===== src/design/mlfb_pkg.sv =====
// shared types, constants and font table for the text and pixel draw engine
package mlfb_pkg;

  localparam int COLUMNS_DEF   = 84;
  localparam int BANKS_DEF     = 6;
  localparam int GLYPH_COLUMNS = 5;

  localparam logic [6:0] FONT_FIRST = 7'h20;
  localparam logic [7:0] CMD_BANK   = 8'h40;
  localparam logic [7:0] CMD_COLUMN = 8'h80;

  typedef enum logic [2:0] {
    CMD_MOVE, CMD_CHAR, CMD_SET, CMD_CLR_PIX, CMD_RECT, CMD_ERASE, CMD_CLEAR, CMD_READ
  } cmd_t;

  typedef enum logic [1:0] {KIND_CMD, KIND_DATA, KIND_READ, KIND_DONE} kind_t;

  typedef enum logic [3:0] {
    ST_IDLE, ST_CLR, ST_MV_MOD, ST_MV_BANK, ST_MV_COL, ST_CHAR, ST_RECT,
    ST_PIX_RD, ST_PIX_WR, ST_RD_REQ, ST_RD_OUT, ST_DONE
  } st_t;

  typedef struct packed {
    cmd_t       cmd;
    logic [6:0] col_a;
    logic [5:0] row_a;
    logic [6:0] col_b;
    logic [5:0] row_b;
    logic [6:0] glyph_code;
    logic [8:0] read_index;
  } item_t;

  typedef struct packed {
    logic init_busy;
  } back_stat_t;

  // first glyph column in the highest byte
  localparam logic [39:0] FONT [96] = '{
    40'h0000000000, 40'h00005f0000, 40'h0007000700, 40'h147f147f14,
    40'h242a7f2a12, 40'h2313086462, 40'h3649552250, 40'h0005030000,
    40'h001c224100, 40'h0041221c00, 40'h14083e0814, 40'h08083e0808,
    40'h0050300000, 40'h0808080808, 40'h0060600000, 40'h2010080402,
    40'h3e5149453e, 40'h00427f4000, 40'h4261514946, 40'h2141454b31,
    40'h1814127f10, 40'h2745454539, 40'h3c4a494930, 40'h0171090503,
    40'h3649494936, 40'h064949291e, 40'h0036360000, 40'h0056360000,
    40'h0814224100, 40'h1414141414, 40'h0041221408, 40'h0201510906,
    40'h324979413e, 40'h7e1111117e, 40'h7f49494936, 40'h3e41414122,
    40'h7f4141221c, 40'h7f49494941, 40'h7f09090901, 40'h3e4149497a,
    40'h7f0808087f, 40'h00417f4100, 40'h2040413f01, 40'h7f08142241,
    40'h7f40404040, 40'h7f020c027f, 40'h7f0408107f, 40'h3e4141413e,
    40'h7f09090906, 40'h3e4151215e, 40'h7f09192946, 40'h4649494931,
    40'h01017f0101, 40'h3f4040403f, 40'h1f2040201f, 40'h3f4038403f,
    40'h6314081463, 40'h0708700807, 40'h6151494543, 40'h007f414100,
    40'h0204081020, 40'h0041417f00, 40'h0402010204, 40'h4040404040,
    40'h0001020400, 40'h2054545478, 40'h7f48444438, 40'h3844444420,
    40'h384444487f, 40'h3854545418, 40'h087e090102, 40'h0c5252523e,
    40'h7f08040478, 40'h00447d4000, 40'h2040443d00, 40'h7f10284400,
    40'h00417f4000, 40'h7c04180478, 40'h7c08040478, 40'h3844444438,
    40'h7c14141408, 40'h081414187c, 40'h7c08040408, 40'h4854545420,
    40'h043f444020, 40'h3c4040207c, 40'h1c2040201c, 40'h3c4030403c,
    40'h4428102844, 40'h0c5050503c, 40'h4464544c44, 40'h0008364100,
    40'h00007f0000, 40'h0041360800, 40'h1008081008, 40'h7846414678
  };

  function automatic logic [7:0] font_byte(input logic [6:0] code, input logic [2:0] col);
    logic [6:0]  idx;
    logic [39:0] row;
    logic [7:0]  res;
    idx = code - FONT_FIRST;
    row = FONT[idx];
    res = 8'h00;
    case (col)
      3'd0: res = row[39:32];
      3'd1: res = row[31:24];
      3'd2: res = row[23:16];
      3'd3: res = row[15:8];
      3'd4: res = row[7:0];
      default: res = 8'h00;
    endcase
    return res;
  endfunction

endpackage


===== src/design/mlfb_front.sv =====
// request intake: decodes the stream into commands and queues them
module mlfb_front
  import mlfb_pkg::*;
(
  input  logic       clk,
  input  logic       rst_n,
  input  logic       in_tvalid,
  output logic       in_tready,
  input  logic [2:0] in_tuser,
  input  logic [47:0] in_tdata,
  input  back_stat_t stat,
  output logic       q_valid,
  output item_t      q_item,
  input  logic       q_ready
);

  item_t      mem_r [2];
  logic       wp_r, wp_nxt, rp_r, rp_nxt;
  logic [1:0] cnt_r, cnt_nxt;
  item_t      item;
  logic       push, pop;

  always_comb begin
    item.cmd        = cmd_t'(in_tuser);
    item.col_a      = in_tdata[6:0];
    item.row_a      = in_tdata[12:7];
    item.col_b      = in_tdata[19:13];
    item.row_b      = in_tdata[25:20];
    item.glyph_code = in_tdata[32:26];
    item.read_index = in_tdata[41:33];
  end

  assign in_tready = (cnt_r != 2'd2) && !stat.init_busy;
  assign push      = in_tvalid && in_tready;
  assign q_valid   = cnt_r != 2'd0;
  assign pop       = q_valid && q_ready;
  assign q_item    = mem_r[rp_r];

  always_comb begin
    wp_nxt  = push ? !wp_r : wp_r;
    rp_nxt  = pop ? !rp_r : rp_r;
    cnt_nxt = cnt_r + 2'(push) - 2'(pop);
  end

  always_ff @(posedge clk) begin
    if (!rst_n) begin
      wp_r  <= 1'b0;
      rp_r  <= 1'b0;
      cnt_r <= 2'd0;
    end else begin
      wp_r  <= wp_nxt;
      rp_r  <= rp_nxt;
      cnt_r <= cnt_nxt;
    end
  end

  always_ff @(posedge clk) begin
    if (push) begin
      mem_r[wp_r] <= item;
    end
  end

endmodule


===== config.mk =====
export PLATFORM = sky130hd
export DESIGN_NAME = mlfb_front
export DESIGN_NICKNAME = d
export VERILOG_FILES = /design/src/design/mlfb_pkg.sv /design/src/design/mlfb_front.sv
export SDC_FILE = /design/constraint.sdc
export NUM_CORES = 1
export LEC_CHECK = 0
export BUFFER_PORTS_ARGS = -buffer_cell sky130_fd_sc_hd__buf_4
export CAP_MARGIN = 20
export CELL_PAD_IN_SITES_DETAIL_PLACEMENT = 1
export CELL_PAD_IN_SITES_GLOBAL_PLACEMENT = 1
export CORE_ASPECT_RATIO = 0.6
export CORE_MARGIN = 2
export CORE_UTILIZATION = 48
export CTS_BUF_LIST = sky130_fd_sc_hd__clkbuf_4
export CTS_CLUSTER_DIAMETER = 80
export DETAILED_ROUTE_END_ITERATION = 6
export PLACE_DENSITY = 0.9
export SLEW_MARGIN = 0
export SYNTH_ARGS = -nofsm -noshare
export SYNTH_HDL_FRONTEND = slang
export SYNTH_SLANG_ARGS = --single-unit

===== constraint.sdc =====
create_clock -name clk -period 3.85 [get_ports clk]
set_input_delay 0 -clock clk [delete_from_list [all_inputs] [get_ports clk]]
set_output_delay 0 -clock clk [all_outputs]
set_load 0.1 [all_outputs]

==> Word level (Yosys, flattened, before mapping) <==
Memories as Yosys holds them, arrays and structs flattened. A register that Yosys moved wholly into a read port is not among the register bits.
Cells that the tools add are included.
{ "op_classes": {"muxes": 4, "addsub": 2, "n_eq_ne": 1, "reduce_logical": 7} }
{ "op_table": {"columns": ["op", "n"], "rows": [
  ["$mux 1", 4],
  ["$logic_and 1x1->1", 3],
  ["$logic_not 1->1", 3],
  ["$add 2x1->2", 1],
  ["$ne 2x2->1 const B", 1],
  ["$reduce_bool 2->1", 1],
  ["$sub 2x1->2", 1]
]} }
{ "word_totals": {"inputBits": 56, "mem_bits_rw": 90, "mem_count": 1, "regBits": 4, "output_inout_bits": 47, "wordCells": 18} }
{ "mem_list": {"columns": ["memory", "words", "word_bits", "read_ports", "rd_clocked_by_memory_dff", "write_ports", "line_no", "source"], "rows": [
  ["mem_r", 2, 45, 1, 1, 1, "mlfb_front.sv:17", "item_t mem_r [2];"]
]} }

==> Logic depth before layout (Yosys ltp) <==
{ "logic_depth": {"depth_word": 5, "mapped_depth": 9, "depth_no_buf": 9} }

==> Worst setup path before layout <==
No wires, ideal clock.
{ "synth_timing": {"path_kind": "register to register", "startpoint": "reg cnt_r[1]", "endpoint": "mem mem_r[1][0] (netlist bit) (enable)", "arrival_ns": 3.057, "period_less_slack_ns": 3.464, "stages_incl_launch_ff": 4, "setup_time_ns": 0.407, "path_slack_ns": 0.386, "required_time_ns": 3.443, "path_buffers": 0, "path_cell_list": "dfxtp_1 > nor2b_4 > nor2_1 > and3_1"} }
{ "synth_between": {"elab_chain_cells": 5} }
{ "synth_rtl": {"columns": ["item", "line_no", "source"], "rows": [
  ["start, declared", "mlfb_front.sv:19", "logic [1:0] cnt_r, cnt_nxt;"],
  ["start signal, assigned", "mlfb_front.sv:53", "cnt_r <= cnt_nxt;"],
  ["$ne 2x2->1", "mlfb_front.sv:33", "assign in_tready = (cnt_r != 2'd2) && !stat.init_busy;"],
  ["$logic_and 1x1->1", "mlfb_front.sv:33", null],
  ["net in_tready", "mlfb_front.sv:8", "output logic in_tready,"],
  ["$logic_and 1x1->1", "mlfb_front.sv:34", "assign push = in_tvalid && in_tready;"],
  ["$mux 1", "mlfb_front.sv:58", "if (push) begin"],
  ["$mux 1 (implied by the code)", "mlfb_front.sv:59", "mem_r[wp_r] <= item;"],
  ["end, declared", "mlfb_front.sv:17", null]
]} }
The timed path passes the listed nets, and every way through them passes these cells.

==> Worst setup path after layout <==
{ "layout_timing": {"startpoint": "reg cnt_r[1]", "endpoint": "mem mem_r[0][14] (netlist bit) (enable)"} }
{ "layout_between": {"elab_chain_cells": 5} }
{ "layout_rtl": {"columns": ["item", "line_no"], "rows": [
  ["$ne 2x2->1", "mlfb_front.sv:33"],
  ["$logic_and 1x1->1", "mlfb_front.sv:33"],
  ["$logic_and 1x1->1", "mlfb_front.sv:34"],
  ["$mux 1", "mlfb_front.sv:58"],
  ["$mux 1 (implied by the code)", "mlfb_front.sv:59"]
]} }
Every way passes these cells.

==> flow_summary.ini <==
[detailed_routing]
drc_errors = 0
dr.first_iter.drc_count = 119
detail_route.wl_per_cell_um = 20.22
ant_nets = 0
drt_wl_total_um = 8430
via_per_inst = 4.950
first_pass_iters = 4
via_count = 2064

[pwr]
powerDensity_nw_per_um2 = 752.9
power.total_mw = 3.803
ir_worst_vdd_uv = 538.8
p_leak_nw = 1.929

[sta]
setup_viol = 0
finalSetupTns_ns = 0
slew_headroom = 0.3240
worstMarginPinSlew_ns = 1.013
rsz0062_at_grt = no
finalCritPeriodShare = 0.5434
min_period_ns = 2.092
fin_skew_ns = 0.01674
max_freq_ghz = 0.4780
slew_violations = 0
final-hold-violation-count = 0

[logic_synthesis]
syn_area_per_cell_um2 = 20.88
syn-cell-area_um2 = 3507
synth_largest_area_cell = edfxtp_1
synth_commonest_cells = edfxtp_1, mux2_1, dfxtp_1
ys_ff_latch = 95
synth.distinct_cells = 21
yosysMostFrequentCell = edfxtp_1
postSynthCellCount = 168
synth_top_area_frac = 0.7706
synth_nets = 226
synthTopCellsByArea = edfxtp_1, mux2_1, dfxtp_1
ys_warn_count = 0
yosysSeqAreaShare = 0.7991
async_flop_share = 0
synth-edff-count = 90
ys.flop_type = edfxtp_1

[grt]
gr-total-overflow = 0
use_met2 = 0.3962
first_global_vias = 2330
grt-busiest-layer = met2
track_usage = 0.2240
grtUsageMet3 = 0.07118
grt_first_pass_wirelength_um = 12980
grt_max_degree = 46
grt_antenna_before_repair = 0
grtUsageMet1 = 0.2631

[floorplanning]
start_util = 0.4887
core_um2 = 7177
core.rowCount = 24
die_area_um2 = 8029
die_h_um = 70.21
io_pins = 103
die_w_um = 114.4

[clock_tree]
htree_levels = 3
post_cts_resize_count = 0
postCtsSetupBuffers = 0
cts_tree = built
ctsRootBufferMaster = clkbuf_4
insertion_delay_ns = 0.43
cts.clk_slew.worst_paths_ns = 0.15
cts_buffer_depth = 2
cts.sinks = 95
cts_made_buffers = 9

[setup_path]
cp_max_fo = 45
cp-start-kind = flop
critPathCaptureType = flop
cp.required_ns = 3.90
worstPathArrival_ns = 2.14
path_class = reg -> reg

[placed_design]
dp_hpwl_um = 4413
gp_congestion = 0.6623
port_buffers = 96

[cells_and_area]
areaGrowthSynthToFinish_pct = 44.02
regArea_um2 = 2804
fillCellCount = 612
antenna_cells = 0
multiInputGateArea_um2 = 644.4
nNetsFinal = 379
utilization = 0.7038
drive_gt1_frac = 0.3650

[worst_hold_path]
hold_path_class = in -> reg

[run_status]
outcome = finished, final reports clean

[run]
cap_violations = 0
placed cells by master, fill, tap and decap left out, drive strengths merged:
cell type     n
nand2         1
buf          98
nand2b        1
edfxtp       90
clkbuf        9
and2          2
ha            2
or3           1
nor2b         1
dfxtp         5
nor3          1
clkinv        2
o21a          1
mux2         45
or2           1
nor2          4
and3          1
xnor2         1
dlygate4sd3  49
bufinv        5
a21oi         1
xor2          1
o21ai         1
inv           3
layout make-up:
class | instances | area share
clock buffer | 9 | 0.01338
clock inverter | 7 | 0.03146
inverter | 3 | 0.002229
multi-input combinational | 65 | 0.1276
sequential | 95 | 0.5551
tap | 91 | 0.02254
timing repair buffer | 147 | 0.2477
path summary, 6_finish.rpt:
check | start | cells after the start | endpoint | slack, ns
setup / recovery | cnt_r[1]$_SDFF_PN0_ | 3 | mem_r[0][14]$_DFFE_PP_ | 1.76
hold / removal | in_tdata[18] | 2 | mem_r[1][27]$_DFFE_PP_ | 0.29
setup reg to reg | cnt_r[1]$_SDFF_PN0_ | 3 | mem_r[0][14]$_DFFE_PP_ | 1.76
hold reg to reg | rp_r$_SDFFE_PN0P_ | 2 | flop | 0.54
where the power goes:
part / switching, mW / internal (mW) / total [mW]
Clock: 0.323 / 0.457 / 0.780
Sequential: 0.0641 / 1.23 / 1.29
Combinational: 1.33 / 0.403 / 1.73
through the flow:
stage / std cells / instance area [um2] / hold slack [ns] / setup slack (ns)
final: 417 / 5051 / 0.2882 / 1.758
after global placement: 350 / 4294 / 0.1846 / 1.862
after global routing: 417 / 5051 / 0.2470 / 1.624
after detailed placement: 350 / 4294 / 0.1889 / 1.772
after floorplan: 168 / 3507 / 0.09887 / 0.3863
after CTS: 415 / 5011 / 0.2459 / 1.564
cell families (layout without fill, tap and decap cells):
| logic type | after synthesis | after routing | share of synthesized area |
|---|---|---|---|
| buffers and inverters | 8 | 166 | 0.01748 |
| flip-flops | 95 | 95 | 0.7991 |
| XOR/XNOR | 2 | 2 | 0.004996 |
| AO/OA/AOI/OAI | 3 | 3 | 0.005349 |
| adder cells (fa/ha/maj) | 2 | 2 | 0.007134 |
| multiplexers | 45 | 45 | 0.1445 |
| AND/OR/NAND/NOR | 13 | 13 | 0.02141 |
repair_timing:
item,CTS,global route
endpoints found under the hold margin,95,0
endpoints found under the setup margin,0,0
hold buffers,49,0
worst max-delay path, stage by stage (launching register included):
cell and delay, ns:
dfxtp_1 0.39, nor2b_4 0.16, or3_1 0.39, inv_2 0.75
flip-flops by register name, summed over array words and instances (netlist names), named ones only:
register  count
cnt_r         2
rp_r          1
mem_r        90
wp_r          1
routing by layer:
metal / wire, um / part of all wire
met3: 455 / 0.054
met1: 3494 / 0.41
met5: 0 / 0
met4: 110 / 0.013
met2: 4369 / 0.52
Power figures use the tool's default switching activity.
